===== config.mk =====
export PLATFORM = sky130hd
export DESIGN_NAME = midi_track_event_parser
export DESIGN_NICKNAME = d
export VERILOG_FILES = /design/src/hdl/mtep_pkg.sv /design/src/hdl/mtep_in_stage.sv /design/src/hdl/mtep_core.sv /design/src/hdl/midi_track_event_parser.sv
export SDC_FILE = /design/constraint.sdc
export NUM_CORES = 1
export LEC_CHECK = 0
export BUFFER_PORTS_ARGS = -buffer_cell sky130_fd_sc_hd__buf_4
export CORE_MARGIN = 10
export CORE_UTILIZATION = 54
export CTS_BUF_LIST = sky130_fd_sc_hd__clkbuf_16
export CTS_CLUSTER_DIAMETER = 50
export DETAILED_ROUTE_END_ITERATION = 8
export PLACE_DENSITY = 0.71
export SLEW_MARGIN = 10
export SYNTH_ARGS = -nofsm -noshare
export SYNTH_HDL_FRONTEND = slang
export SYNTH_SLANG_ARGS = --single-unit

===== constraint.sdc =====
create_clock -name clk_i -period 14.2 [get_ports clk_i]
set_input_delay 2.84 -clock clk_i [delete_from_list [all_inputs] [get_ports clk_i]]
set_output_delay 2.84 -clock clk_i [all_outputs]
set_load 0.005 [all_outputs]

===== src/hdl/mtep_pkg.sv =====
`default_nettype none

package mtep_pkg;

  // Parser phases
  localparam int unsigned PhaseW = 3;
  localparam logic [PhaseW-1:0] PH_DELTA   = 3'd0;
  localparam logic [PhaseW-1:0] PH_STATUS  = 3'd1;
  localparam logic [PhaseW-1:0] PH_DATA_A  = 3'd2;
  localparam logic [PhaseW-1:0] PH_DATA_B  = 3'd3;
  localparam logic [PhaseW-1:0] PH_LENGTH  = 3'd4;
  localparam logic [PhaseW-1:0] PH_PAYLOAD = 3'd5;

  // Status and meta codes
  localparam logic [7:0] ST_PROG_CHANGE = 8'hC0;
  localparam logic [7:0] ST_PITCH_BEND  = 8'hE0;
  localparam logic [7:0] ST_SYSEX       = 8'hF0;
  localparam logic [7:0] ST_SONG_POS    = 8'hF2;
  localparam logic [7:0] ST_SONG_SEL    = 8'hF3;
  localparam logic [7:0] ST_SYSEX_ESC   = 8'hF7;
  localparam logic [7:0] ST_META        = 8'hFF;
  localparam logic [7:0] META_EOT       = 8'h2F;

  typedef enum logic [1:0] {
    KIND_HEADER  = 2'd0,
    KIND_PAYLOAD = 2'd1,
    KIND_EOT     = 2'd2
  } kind_e;

  typedef struct packed {
    kind_e       kind;
    logic [31:0] delta_time;
    logic [7:0]  status_byte;
    logic [7:0]  first_data;
    logic [7:0]  second_data;
    logic [31:0] payload_length;
    logic [7:0]  payload_byte;
    logic        payload_last;
  } result_t;

  typedef struct packed {
    logic [PhaseW-1:0] phase;
    logic [7:0]        running_status;
    logic [7:0]        event_status;
    logic [7:0]        data_first;
    logic [7:0]        data_second;
    logic [31:0]       delta_accum;
    logic [31:0]       length_accum;
    logic [31:0]       payload_remaining;
    logic              ended;
  } parse_state_t;

  // Input stage to parser
  typedef struct packed {
    logic       valid;
    logic [7:0] byte_val;
    logic       start;
  } in_item_t;

endpackage

`default_nettype wire


===== src/hdl/mtep_in_stage.sv =====
`default_nettype none

module mtep_in_stage
  import mtep_pkg::*;
(
  input  wire logic     clk_i,
  input  wire logic     rst_ni,
  input  wire logic     in_valid_i,
  output logic          in_stall_o,
  input  wire logic [7:0] byte_in_i,
  input  wire logic     track_start_i,
  input  wire logic     advance_i,
  output in_item_t      item_o
);

  logic       valid_q;
  logic [7:0] byte_q;
  logic       start_q;
  logic       load;

  // Hold the item while the parser cannot advance
  assign in_stall_o = valid_q && !advance_i;
  assign load       = !in_stall_o;

  always_ff @(posedge clk_i or negedge rst_ni) begin
    if (!rst_ni) begin
      valid_q <= 1'b0;
    end else if (load) begin
      valid_q <= in_valid_i;
    end
  end

  // Capture the payload on accept
  always_ff @(posedge clk_i) begin
    if (load && in_valid_i) begin
      byte_q  <= byte_in_i;
      start_q <= track_start_i;
    end
  end

  assign item_o.valid    = valid_q;
  assign item_o.byte_val = byte_q;
  assign item_o.start    = start_q;

endmodule

`default_nettype wire


===== src/hdl/mtep_core.sv =====
`default_nettype none

module mtep_core
  import mtep_pkg::*;
(
  input  wire logic     clk_i,
  input  wire logic     rst_ni,
  input  wire in_item_t item_i,
  input  wire logic     advance_i,
  output logic          res_valid_o,
  output result_t       res_o
);

  parse_state_t state_q;
  parse_state_t state_d;
  parse_state_t cur;
  parse_state_t nxt;
  logic         step;
  logic [7:0]   b;
  logic         do_first;
  logic         do_second;
  logic         do_emit;
  logic [31:0]  emit_len;
  logic [7:0]   s;
  logic         found;
  result_t      res;

  assign step = item_i.valid && advance_i;
  assign b    = item_i.byte_val;

  // Apply a track restart before the byte
  always_comb begin
    cur = state_q;
    if (item_i.start) begin
      cur = '0;
      cur.phase = PH_DELTA;
    end
  end

  // Parse one byte
  always_comb begin
    nxt       = cur;
    found     = 1'b0;
    res       = '0;
    res.kind  = KIND_HEADER;
    do_first  = 1'b0;
    do_second = 1'b0;
    do_emit   = 1'b0;
    emit_len  = '0;
    s         = '0;

    if (!cur.ended) begin
      unique case (cur.phase)
        PH_STATUS: begin
          nxt.data_first  = '0;
          nxt.data_second = '0;
          if (b[7]) begin
            nxt.event_status = b;
            if (b < ST_SYSEX) begin
              nxt.running_status = b;
            end
            if (b < ST_SYSEX || b == ST_SONG_POS || b == ST_SONG_SEL || b == ST_META) begin
              nxt.phase = PH_DATA_A;
            end else begin
              do_first = 1'b1;
            end
          end else begin
            nxt.event_status = cur.running_status;
            nxt.data_first   = b;
            do_first         = 1'b1;
          end
        end
        PH_DATA_A: begin
          nxt.data_first = b;
          do_first       = 1'b1;
        end
        PH_DATA_B: begin
          nxt.data_second = b;
          do_second       = 1'b1;
        end
        PH_LENGTH: begin
          nxt.length_accum = {cur.length_accum[24:0], b[6:0]};
          if (!b[7]) begin
            do_emit  = 1'b1;
            emit_len = nxt.length_accum;
          end
        end
        PH_PAYLOAD: begin
          nxt.payload_remaining = cur.payload_remaining - 32'd1;
          found                 = 1'b1;
          res.kind              = KIND_PAYLOAD;
          res.payload_byte      = b;
          res.payload_last      = (nxt.payload_remaining == '0);
          if (res.payload_last) begin
            nxt.phase       = PH_DELTA;
            nxt.delta_accum = '0;
          end
        end
        default: begin
          nxt.delta_accum = {cur.delta_accum[24:0], b[6:0]};
          nxt.phase       = b[7] ? PH_DELTA : PH_STATUS;
        end
      endcase
    end

    // After the first data byte: end of track, second byte, or on
    s = nxt.event_status;
    if (do_first) begin
      if (s == ST_META && nxt.data_first == META_EOT) begin
        found           = 1'b1;
        res.kind        = KIND_EOT;
        res.delta_time  = cur.delta_accum;
        res.status_byte = ST_META;
        res.first_data  = META_EOT;
        nxt.ended       = 1'b1;
      end else if (s < ST_PROG_CHANGE || (s >= ST_PITCH_BEND && s < ST_SYSEX) ||
                   s == ST_SONG_POS) begin
        nxt.phase = PH_DATA_B;
      end else begin
        do_second = 1'b1;
      end
    end

    // After the second data byte: length or header
    if (do_second) begin
      if (s == ST_SYSEX || s == ST_SYSEX_ESC || s == ST_META) begin
        nxt.length_accum = '0;
        nxt.phase        = PH_LENGTH;
      end else begin
        do_emit = 1'b1;
      end
    end

    // Emit the event header
    if (do_emit) begin
      found              = 1'b1;
      res.kind           = KIND_HEADER;
      res.delta_time     = cur.delta_accum;
      res.status_byte    = nxt.event_status;
      res.first_data     = nxt.data_first;
      res.second_data    = nxt.data_second;
      res.payload_length = emit_len;
      if (emit_len == '0) begin
        nxt.phase       = PH_DELTA;
        nxt.delta_accum = '0;
      end else begin
        nxt.payload_remaining = emit_len;
        nxt.phase             = PH_PAYLOAD;
      end
    end
  end

  assign state_d     = step ? nxt : state_q;
  assign res_valid_o = step && found;
  assign res_o       = res;

  // Clear to the delta time phase, which is code zero
  always_ff @(posedge clk_i or negedge rst_ni) begin
    if (!rst_ni) begin
      state_q <= '0;
    end else begin
      state_q <= state_d;
    end
  end

`ifndef SYNTHESIS
  a_eot_ends: assert property (@(posedge clk_i) disable iff (!rst_ni)
    res_valid_o && res_o.kind == KIND_EOT |=> state_q.ended)
    else $error("end of track did not stop the parser");

  a_ended_quiet: assert property (@(posedge clk_i) disable iff (!rst_ni)
    step && state_q.ended && !item_i.start |-> !res_valid_o)
    else $error("result after end of track");

  a_last_is_payload: assert property (@(posedge clk_i) disable iff (!rst_ni)
    res_valid_o && res_o.payload_last |-> res_o.kind == KIND_PAYLOAD)
    else $error("last mark on a non-payload item");

  a_payload_count: assert property (@(posedge clk_i) disable iff (!rst_ni)
    state_q.phase == PH_PAYLOAD |-> state_q.payload_remaining != '0)
    else $error("payload phase with nothing remaining");
`endif

endmodule

`default_nettype wire


===== src/hdl/midi_track_event_parser.sv =====
`default_nettype none

// Channel  Direction  Handshake             Fields
// in       input      in_valid_i/in_stall_o  byte_in_i, track_start_i
// out      output     out_valid_o/out_stall_i kind_o, delta_time_o, status_byte_o,
//                                            first_data_o, second_data_o,
//                                            payload_length_o, payload_byte_o,
//                                            payload_last_o
//
// One byte per cycle sustained while out_stall_i is low; an accepted byte lands in
// the input register and its result is then captured in the result register.
// Bytes that produce no result simply update the parser state.
// rst_ni clears the parser state and both stage valid flags asynchronously.
// out_stall_i holds the result register; the input register then fills and
// in_stall_o rises, so no item is lost or repeated.

module midi_track_event_parser
  import mtep_pkg::*;
(
  input  wire logic        clk_i,
  input  wire logic        rst_ni,
  input  wire logic        in_valid_i,
  output logic             in_stall_o,
  input  wire logic [7:0]  byte_in_i,
  input  wire logic        track_start_i,
  output logic             out_valid_o,
  input  wire logic        out_stall_i,
  output logic [1:0]       kind_o,
  output logic [31:0]      delta_time_o,
  output logic [7:0]       status_byte_o,
  output logic [7:0]       first_data_o,
  output logic [7:0]       second_data_o,
  output logic [31:0]      payload_length_o,
  output logic [7:0]       payload_byte_o,
  output logic             payload_last_o
);

  in_item_t item;
  logic     advance;
  logic     res_valid;
  result_t  res;
  logic     out_valid_q;
  result_t  out_q;

  // Advance when the result register is free or being taken
  assign advance = !out_valid_q || !out_stall_i;

  mtep_in_stage u_in_stage (
    .clk_i         (clk_i),
    .rst_ni        (rst_ni),
    .in_valid_i    (in_valid_i),
    .in_stall_o    (in_stall_o),
    .byte_in_i     (byte_in_i),
    .track_start_i (track_start_i),
    .advance_i     (advance),
    .item_o        (item)
  );

  mtep_core u_core (
    .clk_i       (clk_i),
    .rst_ni      (rst_ni),
    .item_i      (item),
    .advance_i   (advance),
    .res_valid_o (res_valid),
    .res_o       (res)
  );

  // Result register
  always_ff @(posedge clk_i or negedge rst_ni) begin
    if (!rst_ni) begin
      out_valid_q <= 1'b0;
    end else if (advance) begin
      out_valid_q <= res_valid;
    end
  end

  always_ff @(posedge clk_i) begin
    if (advance && res_valid) begin
      out_q <= res;
    end
  end

  assign out_valid_o      = out_valid_q;
  assign kind_o           = out_q.kind;
  assign delta_time_o     = out_q.delta_time;
  assign status_byte_o    = out_q.status_byte;
  assign first_data_o     = out_q.first_data;
  assign second_data_o    = out_q.second_data;
  assign payload_length_o = out_q.payload_length;
  assign payload_byte_o   = out_q.payload_byte;
  assign payload_last_o   = out_q.payload_last;

endmodule

`default_nettype wire

==> metrics <==
status complete, no violations; IO Port Bufs 113; Worst setup EP type primary output; Final Non-Filler Cells 1613; dpl cell area 0.0133 sq mm; Comb pwr share 30.5%; Max VDD drop 0.0943 mV; xor-xnor portion of the synthesized cell area 0.784%; Seq pwr share 40.7%; Root Buffer clkbuf_16; num ports 114; cts hold-fix bufs 0; max_slew headroom 30.1%; Slowest Stage Delay on Critical Path 130 ps; Max Cap Viol 0; critical path startpoint category input port; Final nets 1321; Psw 904 uW; DR vias/cell 6.53; TritonRoute pass-1 iters 6; Compound-Gate Fraction of Synth Area 21.0%; DR WL/cell 22.7 microns; Starting Density 54.6%; Die W 171 microns; Post-Synth Simple-Gate Area 21.0%; sequential cell area 0.00642 sq mm; worst hold-check slack 482 ps; ANT cells 0; Synth Instances 1237; Final Hold Fails 0; layout cell share with drive strength beyond 1 16.1%; mux cell area share after synthesis 0.601%; critical-path cell list buf_4 -> nand3_1 -> inv_1 -> buf_4; measured slew at the worst slew-check pin 1050 ps; Worst Clk Skew 17.2 ps; DP Wirelength 25.0 mm; Slowest-stage cell, CP buf_4; syn nets 1252; switch share 36.5%; vias 10.5k; H-tree levels 1; FP Rows 55; Clock Sinks 235; Critical Path Fanout Max 3; drt drc 0; fin area 0.0143 sq mm; crit share post-route 42.8%; CP dominant cell by count buf_4; Hold Crit Class reg -> reg; Post-synth EDFFs 108; CORE AREA 0.0225 sq mm; Tot GR Track Use 24.9%; Syn Area/Cell 9.93 sq um; die area 0.0292 sq mm; largest net degree at the start of global routing 78; Final min period 6080 ps; P_int 1.57 mW; Antenna Nets Post-Route 0; clock network power share 28.8%; PwrDens 174 mW/mm^2; post-synthesis register bit count 235; gr ovfl total 0; postcts setup bufs 0; initial antenna violation count 0; mapped cell area 0.0123 sq mm; YS warnings 0; Clk pin slew, worst setup/hold paths 60 ps; post-synthesis adder-cell area fraction 0.204%; main combinational cell family by area after synthesis simple AND/OR/NAND/NOR gates; final setup fails 0; Synth-to-Final Area Change 16.1%; Fill cells 1825; worst setup path class in -> out; Die Ht 171 microns; first-pass GRT wire length 58.1 mm; Worst EP required 11360 ps; Setup TNS 0 ps; setup ws final 8120 ps; Seq/Total Area, Yosys 52.3%; Clock Path Buffers 3; unrepaired setup endpoints after global routing false; CTS tree built; share of synthesized registers carrying an async set or reset 54.0%; CTS Buf Count 28; Cells after DPL 1561; final WL 36.7 mm; max frequency 0.165 GHz; Skew-Pair Late Insertion Delay 550 ps; CTS-repair resized insts 0; vias in the first global route 10.3k; gpl congestion 0.996; post-synth cell types 87; Data arrival, critical path 3240 ps; pre-CTS setup slack 8120 ps; P_leak 5.87 nW; final max-slew violation count 0; Starting DRT DRC Count 974; multi-input logic area 0.00539 sq mm; ys flop type dfrtp_1
per-layer routing:
layer	vias to the layer above	part of all wire [%]	track usage, %	wire length [microns]
met5	-	0	0	0
met4	0	2.3	7.15	840
met3	68	8.9	4.59	3270
met2	498	46	38.4	16700
met1	5158	43	35.1	15800
li1	4805	-	-	-
power by group through the flow:
stage	Clock, mW	Combinational [mW]	Sequential [mW]
2_1_floorplan	0	0.559	0.946
3_3_place_gp	0	0.729	1.01
3_5_place_dp	0	0.741	1.01
4_1_cts	0.727	0.746	1.00
5_1_grt	0.754	0.830	1.02
6_report	0.714	0.755	1.01
cell families after synthesis:
group | after synthesis
simple gates | 491
compound gates | 363
buf+inv | 128
mux | 7
xor+xnor | 11
flops | 235
fa+ha+maj | 2
worst max-delay path: cells and delay by family:
family,cells,cell delay [ps]
buf+inv,3,310
simple gates,1,100
synth_stat cells (5+ instances only):
master / instances / area (sq um)
nand2b_1: 9 / 56.3
a31oi_1: 16 / 100
xor2_1: 6 / 52.6
nor2b_1: 11 / 68.8
nor2_1: 101 / 379
edfxtp_1: 108 / 3240
and3_1: 28 / 175
inv_1: 24 / 90.1
nand2_1: 104 / 390
o211ai_1: 11 / 82.6
a22o_1: 50 / 438
nand4_1: 21 / 131
buf_2: 17 / 85.1
clkbuf_1: 76 / 285
a221oi_1: 25 / 219
a22oi_1: 22 / 165
nor4_1: 24 / 150
o21ai_0: 71 / 355
and2_1: 75 / 469
a211oi_1: 8 / 60.1
a21o_1: 5 / 37.5
dfrtp_1: 127 / 3180
xnor2_1: 5 / 43.8
buf_1: 7 / 26.3
o21ai_1: 11 / 55.1
nor3_1: 33 / 165
nand3_1: 49 / 245
a21oi_1: 69 / 345
layout make-up:
type	instances	area share [%]
sequential	235	45.0
tap	285	2.50
clock buffer	29	5.09
inverter	26	0.684
multi-input combinational	874	37.8
clock inverter	23	1.50
timing repair buffer	141	7.42
path summary, 6_finish.rpt:
kind                                     start             endpoint  slack, ps  cells after the start
min                        u_core.state_q[113]  u_core.state_q[113]        480                      2
max reg2reg                 u_in_stage.start_q  payload_length_o[5]       8970                     11
min reg2reg                u_core.state_q[113]  u_core.state_q[113]        480                      2
max in group asynchronous               rst_ni  u_core.state_q[127]      10830                      2
max                                out_stall_i           in_stall_o       8120                      4
min in group asynchronous               rst_ni   u_core.state_q[51]       2260                      1
metrics by stage:
stage          utilization [%]  power, mW
3_3_place_gp              59.2       1.74
3_5_place_dp              59.2       1.75
2_1_floorplan                -       1.51
6_report                  63.4       2.47
4_1_cts                   63.4       2.47
5_1_grt                   63.4       2.61
flip-flops by register name, indices dropped and copies added, names as in the netlist, 8 cells and up:
| name | cells |
|---|---|
| second_data_o | 8 |
| first_data_o | 8 |
| payload_length_o | 32 |
| status_byte_o | 8 |
| payload_byte_o | 8 |
| u_in_stage.byte_q | 8 |
| u_core.state_q | 125 |
| delta_time_o | 32 |
cell usage in the layout (no fill, tap or decap), drive strengths merged, types with 25 or more instances in the layout:
cell type,synthesis,final
a21oi,69,69
a221oi,25,25
a22o,50,50
and2,76,76
and3,28,28
buf,26,141
clkbuf,76,29
dfrtp,127,127
edfxtp,108,108
inv,24,34
nand2,104,104
nand3,49,49
nor2,101,101
nor3,34,34
nor4,27,27
o21ai,83,83
Note: power is estimated with default switching activity, not from simulation.
